<file path="src/hdl/assert_macros.svh">
// assertion macros shared by the fir filter rtl
`ifndef ASSERT_MACROS_SVH
`define ASSERT_MACROS_SVH

// same-cycle implication, checked on every rising edge outside reset
`define ASSERT_IMPL(label, ante, cons) \
  label: assert property (@(posedge clk) disable iff (rst) (ante) |-> (cons)) \
    else $error("fir assertion failed");

// next-cycle implication
`define ASSERT_NEXT(label, ante, cons) \
  label: assert property (@(posedge clk) disable iff (rst) (ante) |=> (cons)) \
    else $error("fir assertion failed");

`endif

</file>
<file path="src/hdl/fir_pkg.sv">
// package with widths, register codes, types and rounding for the fir filter
package fir_pkg;

  localparam int SAMPLE_W      = 16;
  localparam int COEF_W        = 16;
  localparam int PROD_W        = SAMPLE_W + COEF_W;
  localparam int ACC_W         = 40;
  localparam int FRAC_W        = 15;
  localparam int TAP_W         = 4;
  localparam int NUM_COEF      = 16;
  localparam int COEFS_PER_REG = 4;
  localparam int LANE_W        = 2;
  localparam int BANK_W        = 2;
  localparam int CFG_DATA_W    = 64;
  localparam int CFG_IDX_W     = 3;
  localparam int MAX_TAPS_DEF  = 16;

  localparam int ROUND_BIAS = 1 << (FRAC_W - 1);
  localparam int OUT_MAX    = 32767;
  localparam int OUT_MIN    = -32768;

  // configuration register indexes
  localparam logic [CFG_IDX_W-1:0] REG_ORDER      = 3'd0;
  localparam logic [CFG_IDX_W-1:0] REG_COEF_FIRST = 3'd1;
  localparam logic [CFG_IDX_W-1:0] REG_COEF_LAST  = 3'd4;

  typedef struct packed {
    logic clear;      // start of a new sum
    logic load;       // sample and coefficient valid this cycle
    logic tap_live;   // delay line entry has been written since reset
  } mac_ctrl_t;

  typedef struct packed {
    logic busy;       // product waiting to be accumulated
  } mac_stat_t;

  typedef struct packed {
    logic signed [SAMPLE_W-1:0] value;
    logic                       clip;
  } round_t;

  // round half up to q1.15 and saturate
  function automatic round_t fir_round_sat(input logic signed [ACC_W-1:0] acc);
    logic signed [ACC_W:0] biased;
    logic signed [ACC_W:0] shifted;
    round_t                r;
    biased  = $signed({acc[ACC_W-1], acc}) + $signed((ACC_W + 1)'(ROUND_BIAS));
    shifted = biased >>> FRAC_W;
    if (shifted > $signed((ACC_W + 1)'(OUT_MAX))) begin
      r.value = SAMPLE_W'(OUT_MAX);
      r.clip  = 1'b1;
    end else if (shifted < $signed((ACC_W + 1)'(OUT_MIN))) begin
      r.value = SAMPLE_W'(OUT_MIN);
      r.clip  = 1'b1;
    end else begin
      r.value = shifted[SAMPLE_W-1:0];
      r.clip  = 1'b0;
    end
    return r;
  endfunction

endpackage

</file>
<file path="src/hdl/fir_ram.sv">
// generic single write port ram with registered read
module fir_ram #(
  parameter int WIDTH = 16,
  parameter int DEPTH = 16
) (
  input  logic                     clk,
  input  logic                     we,
  input  logic [$clog2(DEPTH)-1:0] waddr,
  input  logic [WIDTH-1:0]         wdata,
  input  logic [$clog2(DEPTH)-1:0] raddr,
  output logic [WIDTH-1:0]         rdata
);

  logic [WIDTH-1:0] mem [DEPTH];

  always_ff @(posedge clk) begin
    if (we) begin
      mem[waddr] <= wdata;
    end
    rdata <= mem[raddr];
  end

endmodule

</file>
<file path="src/hdl/fir_mac.sv">
// shared multiply-accumulate unit, one tap per cycle
module fir_mac (
  input  logic                                  clk,
  input  logic                                  rst,
  input  fir_pkg::mac_ctrl_t                    ctrl,
  input  logic signed [fir_pkg::SAMPLE_W-1:0]   sample,
  input  logic signed [fir_pkg::COEF_W-1:0]     coef,
  output fir_pkg::mac_stat_t                    stat,
  output logic signed [fir_pkg::ACC_W-1:0]      acc
);
  import fir_pkg::*;

  logic signed [PROD_W-1:0] prod;
  logic                     prod_vld;

  always_ff @(posedge clk) begin
    if (rst) begin
      prod_vld <= 1'b0;
    end else begin
      prod_vld <= ctrl.load;
    end
  end

  // product stage, unwritten entries count as zero
  always_ff @(posedge clk) begin
    if (ctrl.load) begin
      if (ctrl.tap_live) begin
        prod <= sample * coef;
      end else begin
        prod <= '0;
      end
    end
  end

  always_ff @(posedge clk) begin
    if (ctrl.clear) begin
      acc <= '0;
    end else if (prod_vld) begin
      acc <= acc + ACC_W'(prod);
    end
  end

  assign stat.busy = prod_vld;

endmodule

</file>
<file path="src/hdl/fir_filter_variable_order.sv">
// top level: direct-form fir filter with one shared mac and a tap sequencer
// a sample is accepted only in the idle state, so a new sample waits until the previous result
// has been loaded into the output register; one mac per tap
// reset: synchronous, clears order, coefficients, sequencer and delay line fill
// the delay line ram itself is not cleared; a fill count masks unwritten taps
`include "assert_macros.svh"

module fir_filter_variable_order #(
  parameter int MAX_TAPS = fir_pkg::MAX_TAPS_DEF
) (
  input  logic                                 clk,
  input  logic                                 rst,
  // configuration write port
  input  logic                                 cfg_write,
  input  logic [fir_pkg::CFG_IDX_W-1:0]        cfg_index,
  input  logic [fir_pkg::CFG_DATA_W-1:0]       cfg_data,
  // sample input
  input  logic                                 in_valid,
  output logic                                 in_ready,
  input  logic signed [fir_pkg::SAMPLE_W-1:0]  sample_in,
  // filtered output
  output logic                                 out_valid,
  input  logic                                 out_ready,
  output logic signed [fir_pkg::SAMPLE_W-1:0]  filtered_out,
  output logic                                 clipped
);
  import fir_pkg::*;

  localparam int PW       = $clog2(MAX_TAPS);
  localparam int CW       = ((PW > TAP_W) ? PW : TAP_W) + 1;
  localparam int LAST_IDX = MAX_TAPS - 1;

  // sequencer states
  localparam logic [1:0] S_IDLE  = 2'd0;
  localparam logic [1:0] S_RUN   = 2'd1;
  localparam logic [1:0] S_DRAIN = 2'd2;

  // configuration
  logic [TAP_W-1:0]         filter_order;
  logic [COEF_W-1:0]        coef [NUM_COEF];
  logic [BANK_W-1:0]        cfg_bank;

  // sequencer and delay line control
  logic [1:0]               state;
  logic [1:0]               state_next;
  logic [TAP_W-1:0]         tap;
  logic [TAP_W-1:0]         last_tap;
  logic [PW-1:0]            ptr;
  logic [PW-1:0]            ptr_next;
  logic [PW:0]              fill;
  logic [CW-1:0]            addr_wide;
  logic [PW-1:0]            raddr;
  logic                     rd_vld;
  logic signed [COEF_W-1:0] coef_rd;
  logic                     live_rd;
  logic                     in_xact;
  logic                     out_load;

  // datapath
  logic [SAMPLE_W-1:0]        ram_rdata;
  mac_ctrl_t                  mac_ctrl;
  mac_stat_t                  mac_stat;
  logic signed [ACC_W-1:0]    acc;
  round_t                     res;

  assign cfg_bank = BANK_W'(cfg_index - REG_COEF_FIRST);

  // configuration writes; indexes past the list are ignored
  always_ff @(posedge clk) begin
    if (rst) begin
      filter_order <= '0;
      for (int i = 0; i < NUM_COEF; i++) begin
        coef[i] <= '0;
      end
    end else if (cfg_write) begin
      if (cfg_index == REG_ORDER) begin
        filter_order <= cfg_data[TAP_W-1:0];
      end else if (cfg_index >= REG_COEF_FIRST && cfg_index <= REG_COEF_LAST) begin
        for (int j = 0; j < COEFS_PER_REG; j++) begin
          coef[{cfg_bank, LANE_W'(j)}] <= cfg_data[j*COEF_W +: COEF_W];
        end
      end
    end
  end

  // order clamped to the length of the delay line
  always_comb begin
    if (CW'(filter_order) > CW'(LAST_IDX)) begin
      last_tap = TAP_W'(LAST_IDX);
    end else begin
      last_tap = filter_order;
    end
  end

  assign in_ready = (state == S_IDLE);
  assign in_xact  = in_valid && in_ready;

  // result goes out once the mac pipe is empty and the output register is free
  assign out_load = (state == S_DRAIN) && !rd_vld && !mac_stat.busy
                    && (!out_valid || out_ready);

  always_comb begin
    state_next = state;
    unique case (state)
      S_IDLE: begin
        if (in_xact) begin
          state_next = S_RUN;
        end
      end
      S_RUN: begin
        if (tap == last_tap) begin
          state_next = S_DRAIN;
        end
      end
      S_DRAIN: begin
        if (out_load) begin
          state_next = S_IDLE;
        end
      end
      default: begin
        state_next = S_IDLE;
      end
    endcase
  end

  always_ff @(posedge clk) begin
    if (rst) begin
      state <= S_IDLE;
    end else begin
      state <= state_next;
    end
  end

  // tap counter walks 0..last_tap (the clamped order), one tap per cycle
  always_ff @(posedge clk) begin
    if (in_xact) begin
      tap <= '0;
    end else if (state == S_RUN) begin
      tap <= tap + 1'b1;
    end
  end

  // delay line as a circular buffer: newest sample sits at ptr
  assign ptr_next = (ptr == PW'(LAST_IDX)) ? '0 : ptr + 1'b1;

  always_ff @(posedge clk) begin
    if (rst) begin
      ptr  <= '0;
      fill <= '0;
    end else if (in_xact) begin
      ptr <= ptr_next;
      if (fill != (PW + 1)'(MAX_TAPS)) begin
        fill <= fill + 1'b1;
      end
    end
  end

  // tap k lives k places behind the newest sample, wrapping at the depth
  always_comb begin
    if (CW'(ptr) < CW'(tap)) begin
      addr_wide = CW'(ptr) + CW'(MAX_TAPS) - CW'(tap);
    end else begin
      addr_wide = CW'(ptr) - CW'(tap);
    end
  end

  assign raddr = addr_wide[PW-1:0];

  fir_ram #(
    .WIDTH (SAMPLE_W),
    .DEPTH (MAX_TAPS)
  ) u_delay (
    .clk   (clk),
    .we    (in_xact),
    .waddr (ptr_next),
    .wdata (sample_in),
    .raddr (raddr),
    .rdata (ram_rdata)
  );

  // coefficient and fill mask travel alongside the ram read
  always_ff @(posedge clk) begin
    if (rst) begin
      rd_vld <= 1'b0;
    end else begin
      rd_vld <= (state == S_RUN);
    end
  end

  always_ff @(posedge clk) begin
    if (state == S_RUN) begin
      coef_rd <= coef[tap];
      live_rd <= CW'(tap) < CW'(fill);
    end
  end

  assign mac_ctrl.clear    = in_xact;
  assign mac_ctrl.load     = rd_vld;
  assign mac_ctrl.tap_live = live_rd;

  fir_mac u_mac (
    .clk    (clk),
    .rst    (rst),
    .ctrl   (mac_ctrl),
    .sample ($signed(ram_rdata)),
    .coef   (coef_rd),
    .stat   (mac_stat),
    .acc    (acc)
  );

  assign res = fir_round_sat(acc);

  // output register decouples the consumer from the sequencer
  always_ff @(posedge clk) begin
    if (rst) begin
      out_valid <= 1'b0;
    end else if (out_load) begin
      out_valid <= 1'b1;
    end else if (out_ready) begin
      out_valid <= 1'b0;
    end
  end

  always_ff @(posedge clk) begin
    if (out_load) begin
      filtered_out <= res.value;
      clipped      <= res.clip;
    end
  end

  // a running sum always has at least the newest sample in the line
  `ASSERT_IMPL(a_fill_on_run, state == S_RUN, fill != '0)
  // the mac pipe is empty whenever a new sample may enter
  `ASSERT_IMPL(a_idle_drained, state == S_IDLE, !rd_vld && !mac_stat.busy)
  // a fresh result only ever comes from the drain state
  `ASSERT_IMPL(a_result_source, $rose(out_valid), $past(state) == S_DRAIN)
  // write pointer stays inside the delay line
  `ASSERT_IMPL(a_ptr_range, 1'b1, ptr <= PW'(LAST_IDX))

endmodule
</file>
<file path="config.mk">
export PLATFORM = sky130hd
export DESIGN_NAME = fir_filter_variable_order
export DESIGN_NICKNAME = d
export VERILOG_FILES = /design/src/hdl/fir_pkg.sv /design/src/hdl/fir_ram.sv /design/src/hdl/fir_mac.sv /design/src/hdl/fir_filter_variable_order.sv
export VERILOG_INCLUDE_DIRS = /design/src /design/src/hdl
export SDC_FILE = /design/constraint.sdc
export NUM_CORES = 2
export LEC_CHECK = 0
export BUFFER_PORTS_ARGS = -buffer_cell sky130_fd_sc_hd__buf_4
export CAP_MARGIN = 10
export CORE_ASPECT_RATIO = 0.7
export CORE_MARGIN = 2
export CORE_UTILIZATION = 30
export CTS_BUF_LIST = sky130_fd_sc_hd__clkbuf_2
export DETAILED_ROUTE_END_ITERATION = 16
export HOLD_SLACK_MARGIN = 0.06
export PLACE_DENSITY = 0.51
export SETUP_SLACK_MARGIN = 0.1
export SYNTH_ARGS = -nofsm -noshare
export SYNTH_HDL_FRONTEND = slang
export SYNTH_SLANG_ARGS = --single-unit
export TNS_END_PERCENT = 10
</file>
<file path="constraint.sdc">
create_clock -name clk -period 6.9 [get_ports clk]
set_input_delay 1.38 -clock clk [delete_from_list [all_inputs] [get_ports clk]]
set_output_delay 1.38 -clock clk [all_outputs]
set_load 0.01 [all_outputs]
</file>
-- Word-level counts from Yosys, hierarchy flattened
Memories as Yosys holds them, arrays and structs flattened. A register that Yosys moved wholly into a read port is not among the register bits.
Cells that the tools add are included.
Widths: inputs -> output; s select.
- register bits: 112
- memory bits (writable): 512
- input port bits: 88
- output and inout port bits: 19
- word-level logic and storage cells: 88
- memories kept: 2
- add/subtract/negate cells: 9
- $mul: 1
- magnitude comparators: 6
- equality and inequality tests: 8
- muxes and demuxes: 30
- reduce and logical (&&, ||, !) cells: 19
- memories (name ; depth ; bits a word ; read ports ; clocked after Yosys merged registers in ; write ports ; line ; source):
    coef ; 16 ; 16 ; 1 ; 1 ; 16 ; fir_filter_variable_order.sv:40 ; logic [COEF_W-1:0] coef [NUM_COEF];
    u_delay.mem ; 16 ; 16 ; 1 ; 1 ; 1 ; fir_ram.sv:14 ; logic [WIDTH-1:0] mem [DEPTH];
- operators with widths (cell ; number):
    $mux 16 ; 4
    $reduce_or 16->1 ; 4
    $add 40x16->41 const B ; 1
    $add 40x32->40 ; 1
    $mul 16x16->32 ; 1
    $gt 26x16->1 const B ; 1
    $lt 26x16->1 const B ; 1
    $mux 4 ; 6
    $mux 17 ; 1
    $mux 1 ; 15
    $add 4x1->4 const B ; 3
    $sub 4x4->4 ; 2
    $mux 2 ; 3
    $pmux 2 s3 ; 1
    $add 5x1->5 const B ; 1
    $logic_and 1x1->1 ; 5
    $lt 4x5->1 ; 1
    $ne 5x5->1 const B ; 1
    $eq 4x4->1 ; 1
    $eq 4x4->1 const B ; 1
    $lt 4x4->1 ; 1
    $ne 2x2->1 const B ; 2
    $reduce_and 2->1 ; 2
    $ge 3x1->1 const B ; 1
    other kinds (11) ; 13

-- Logic depth before layout (Yosys ltp)
- depth after elaboration: 9
- mapped depth: 24

-- Hierarchy
A second synthesis with hierarchy kept.
- cells, all modules: 2971
- area total of the unflattened synthesis: 38893.6 µm²
- by module, submodules not included (module ; instances ; cells each ; area an instance (µm²)):
    fir_mac ; 1 ; 1605 ; 14581.5
    fir_filter_variable_order ; 1 ; 934 ; 14268.7
    fir_ram ; 1 ; 432 ; 10043.4

-- Worst setup path after synthesis
OpenSTA, ideal clock, no wires.
- path kind: reg2reg
- from: register coef_rd[1] (read register of coef)
- to: register u_mac.prod[30], data pin
- library setup time: 0.255 ns
- arrival time: 6.110 ns
- path slack: 0.536 ns
- cell stages (with the launch flop): 22
- clock period less this slack: 6.364 ns
- cells stage by stage: edfxtp_1 -> clkbuf_1 -> nand2_1 -> inv_1 -> fa_1 -> fa_1 -> fa_1 -> fa_1 -> fa_1 -> inv_1 -> fa_1 -> inv_1 -> ha_1 -> a21o_1 -> a21o_1 -> a21o_1 -> a2bb2oi_1 -> o31ai_1 -> o41ai_1 -> o21ai_0 -> xor2_1 -> and2_1
- longest elaborated chain between the ends: 1
- ends and longest elaborated chain (item ; line ; source):
    from (decl) ; fir_filter_variable_order.sv:54 ; logic signed [COEF_W-1:0] coef_rd;
    $mul 16x16->32 ; fir_mac.sv:28 ; prod <= sample * coef;
    to (signal assigned) ; fir_mac.sv:28 ;
    to (decl) ; fir_mac.sv:13 ; logic signed [PROD_W-1:0] prod;
No other way between the ends.
A chain may end at the register's enable or synchronous reset.

-- Worst setup path after layout
- from: register coef_rd[4] (read register of coef)
- to: register u_mac.prod[30], data pin
The elaborated chain is that of the path after synthesis.

==> results.sh <==
export IMPL_die_h_um=305
export IMPL_drv_cap=0
export IMPL_detailedPlace_worstSlack_ps=166
export IMPL_setup_tns_ps=0
export IMPL_gp_congestion=0.826
export IMPL_path_class="reg -> reg"
export IMPL_r2r_start="coef_rd[4]"
export IMPL_antenna_found_initial=15
export IMPL_grt_pass1_vias=24100
export IMPL_rrSetupSlack_ps=370
export IMPL_syn_area_um2=38800
export IMPL_finalHoldViolations=0
export IMPL_synth_top_area_cell="edfxtp_1"
export IMPL_syn2layout_area_growth_pct=14.3
export IMPL_routed_wirelength_um=94500
export IMPL_die_area_um2=132000
export IMPL_fmax_mhz=153
export IMPL_skew_ps=164
export IMPL_clk_latency_ps=1570
export IMPL_fin_ws_ps=366
export IMPL_cp_data_arrival_time_ps=7760
export IMPL_hold_class="in -> reg"
export IMPL_cts_made_buffers=164
export IMPL_cts_tree="done"
export IMPL_fin_crit_sh=0.947
export IMPL_vias_per_cell=4.51
export IMPL_drc=0
export IMPL_setup_viol=0
export IMPL_ant_nets=0
export IMPL_drt_pass1_iter_count=5
export IMPL_syn_nets=3445
export IMPL_required_ps=8130
export IMPL_cp_max_fo=16
export IMPL_max_slew_margin=0.273
export IMPL_ys_flop_type="edfxtp_1"
export IMPL_finalMaxSlewViolations=0
export IMPL_postSynthCellCount=2957
export IMPL_core_area_um2=128000
export IMPL_ys_types=81
export IMPL_r2r_end="u_mac.prod[30]"
export IMPL_worstRegToRegCells=20
export IMPL_grt_pass1_wl_um=147000
export IMPL_period_minus_slack_ps=6530
export IMPL_ys_ff_latch=656
export IMPL_synth_area_leaders="edfxtp_1, fa_1, mux4_2"
export IMPL_utilization=0.345
export IMPL_yosysSeqAreaShare=0.488
export IMPL_start_util=0.302
export IMPL_grt_max_degree=65
export IMPL_synthArstFlopShare=0
export IMPL_clockRootBuffer="clkbuf_2"
export IMPL_die_x_um=434
export IMPL_first_iter_violations=1535
export IMPL_synth_avg_cell_area_um2=13.1
export IMPL_clock_tree_buffer_depth=3
export IMPL_drive_gt1_frac=0.188
export IMPL_startpoint_type="register"
export IMPL_final_nets=3739
export IMPL_rsz0062_at_grt="true"
export IMPL_critPathLaunch="coef_rd[4]"
export IMPL_yosysWarnings=0
export IMPL_clkTransAtPathRegs_ps=110
export IMPL_overflow=0
export IMPL_vias=23100
export IMPL_h_tree_depth=4
export IMPL_io_buffers=106
export IMPL_cts_sinks=656
export IMPL_cp_end_kind="register"
export IMPL_ios=107
export IMPL_synth_edf_count=578
export IMPL_synth_top_area_frac=0.448
export IMPL_endpoint="u_mac.prod[30]"
export IMPL_tightest_slew_ps=1090
export IMPL_status="complete, no violations"
export IMPL_grt_usage=0.145
export IMPL_rows=110
export IMPL_final_area_um2=44300
export IMPL_postPlaceCellArea_um2=41900
export IMPL_wl_per_cell_um=18.5
export IMPL_dp_hpwl_um=63500
[how the worst min path moves through the flow]
stage,cells after the start,startpoint,endpoint,slack [ps]
finish,2,cfg_data[62],coef[7][14],300
global route,2,cfg_data[62],coef[7][14],90
CTS,2,cfg_data[62],coef[3][14],60
detailed placement,2,u_mac.acc[3],u_mac.acc[3],490
global placement,2,u_mac.acc[0],u_mac.acc[0],480
floorplan,2,u_mac.acc[3],u_mac.acc[3],470
[flip-flops by register name, summed over array words and instances (netlist names), 2 cells and up]
signal,cells
ptr,4
tap,4
u_mac.prod,32
filter_order,4
u_delay.mem,256
u_mac.acc,40
u_delay.rdata,16
state,2
filtered_out,16
fill,5
coef,256
coef_rd,16
[worst max-delay path, stage by stage, from the launching register on]
cell and delay (ps):
edfxtp_1 630, and2_1 280, fa_1 480, inv_1 50, fa_1 570, fa_1 480, fa_1 500, inv_1 50
fa_1 520, inv_1 50, fa_1 530, inv_1 40, ha_1 340, a21o_1 170, a41oi_1 370, o211a_1 260
o31ai_1 140, o41ai_2 300, o21ai_0 170, xor2_1 150, and2_1 160
[layout by cell type, fill, tap and decap left out, drive strengths merged, types with 11 or more instances in the layout]
| cell | Yosys | layout |
|---|---|---|
| edfxtp | 578 | 578 |
| and2 | 408 | 408 |
| inv | 320 | 329 |
| fa | 264 | 264 |
| clkbuf | 110 | 233 |
| nand2 | 192 | 192 |
| buf | 21 | 179 |
| mux4 | 144 | 144 |
| ha | 136 | 136 |
| nor2 | 115 | 115 |
| a21oi | 91 | 91 |
| dlygate4sd3 | 0 | 80 |
| dfxtp | 78 | 78 |
| o21ai | 58 | 58 |
| xnor2 | 54 | 54 |
| clkinv | 0 | 48 |
| mux2i | 43 | 43 |
| nor2b | 36 | 36 |
| a21o | 33 | 33 |
| xor2 | 30 | 30 |
| nor3 | 28 | 28 |
| a211oi | 28 | 28 |
| nand3 | 21 | 21 |
| nand2b | 20 | 20 |
| nand4 | 13 | 13 |
| o21a | 12 | 12 |
| o31ai | 11 | 11 |
| and3 | 11 | 11 |
[stage by stage]
step	std cells	hold slack, ps
after floorplan	2957	465
after global placement	4733	480
after detailed placement	4733	488
after CTS	5104	62.5
after global routing	5118	89.8
final	5118	300
[routing by layer]
layer | vias up | track usage | routed length, um
met2 | 582 | 0.204 | 39400
li1 | 11000 | - | -
met3 | 102 | 0.0362 | 6000
met1 | 11400 | 0.221 | 47800
met4 | 4 | 0.0366 | 1240
met5 | - | 0 | 32
[cell families (layout without fill, tap and decap cells)]
group / after synthesis / in the layout / share of synthesized area
compound gates: 287 / 287 / 0.0481
xor+xnor: 84 / 84 / 0.0190
fa+ha+maj: 400 / 400 / 0.180
buf+inv: 451 / 870 / 0.0441
flops: 656 / 656 / 0.488
mux: 187 / 187 / 0.0947
other cells: 0 / 6 / 0
simple gates: 892 / 892 / 0.126
[synthesized netlist by cell type, types with 5 or more instances]
master	count
edfxtp_1	578
and2_1	407
inv_1	319
fa_1	264
nand2_1	192
mux4_2	144
ha_1	136
nor2_1	115
clkbuf_1	109
a21oi_1	91
dfxtp_1	78
xnor2_1	54
o21ai_0	45
mux2i_1	43
nor2b_1	36
a21o_1	33
xor2_1	30
a211oi_1	27
nor3_1	27
nand2b_1	20
nand3_1	18
buf_1	12
nand4_1	12
o21a_1	12
o21ai_1	10
and3_1	9
buf_2	8
o31ai_1	8
or3_1	8
a31oi_1	7
o211ai_1	7
nor4_1	6
o21bai_1	6
nand3b_1	5
or2_2	5
[timing repair]
item | CTS | global route
endpoints found under the setup margin | 0 | 6
resized for setup | 0 | 3
hold buffers | 80 | 0
hold endpoints to repair | 484 | 0
buffers inserted | 0 | 8
[final cells by class]
class                      count  area, um^2
clock buffer                 233        1170
tap                         1736        2170
sequential                   656       18900
antenna                        6        15.0
timing repair buffer         259        2170
inverter                     320        1200
multi-input combinational   1850       18300
fill                       12700       84100
clock inverter                58         398
Power is left out: the tool's default activity adds up to more than one toggle a clock period on the data nets, which glitch-free logic cannot reach.
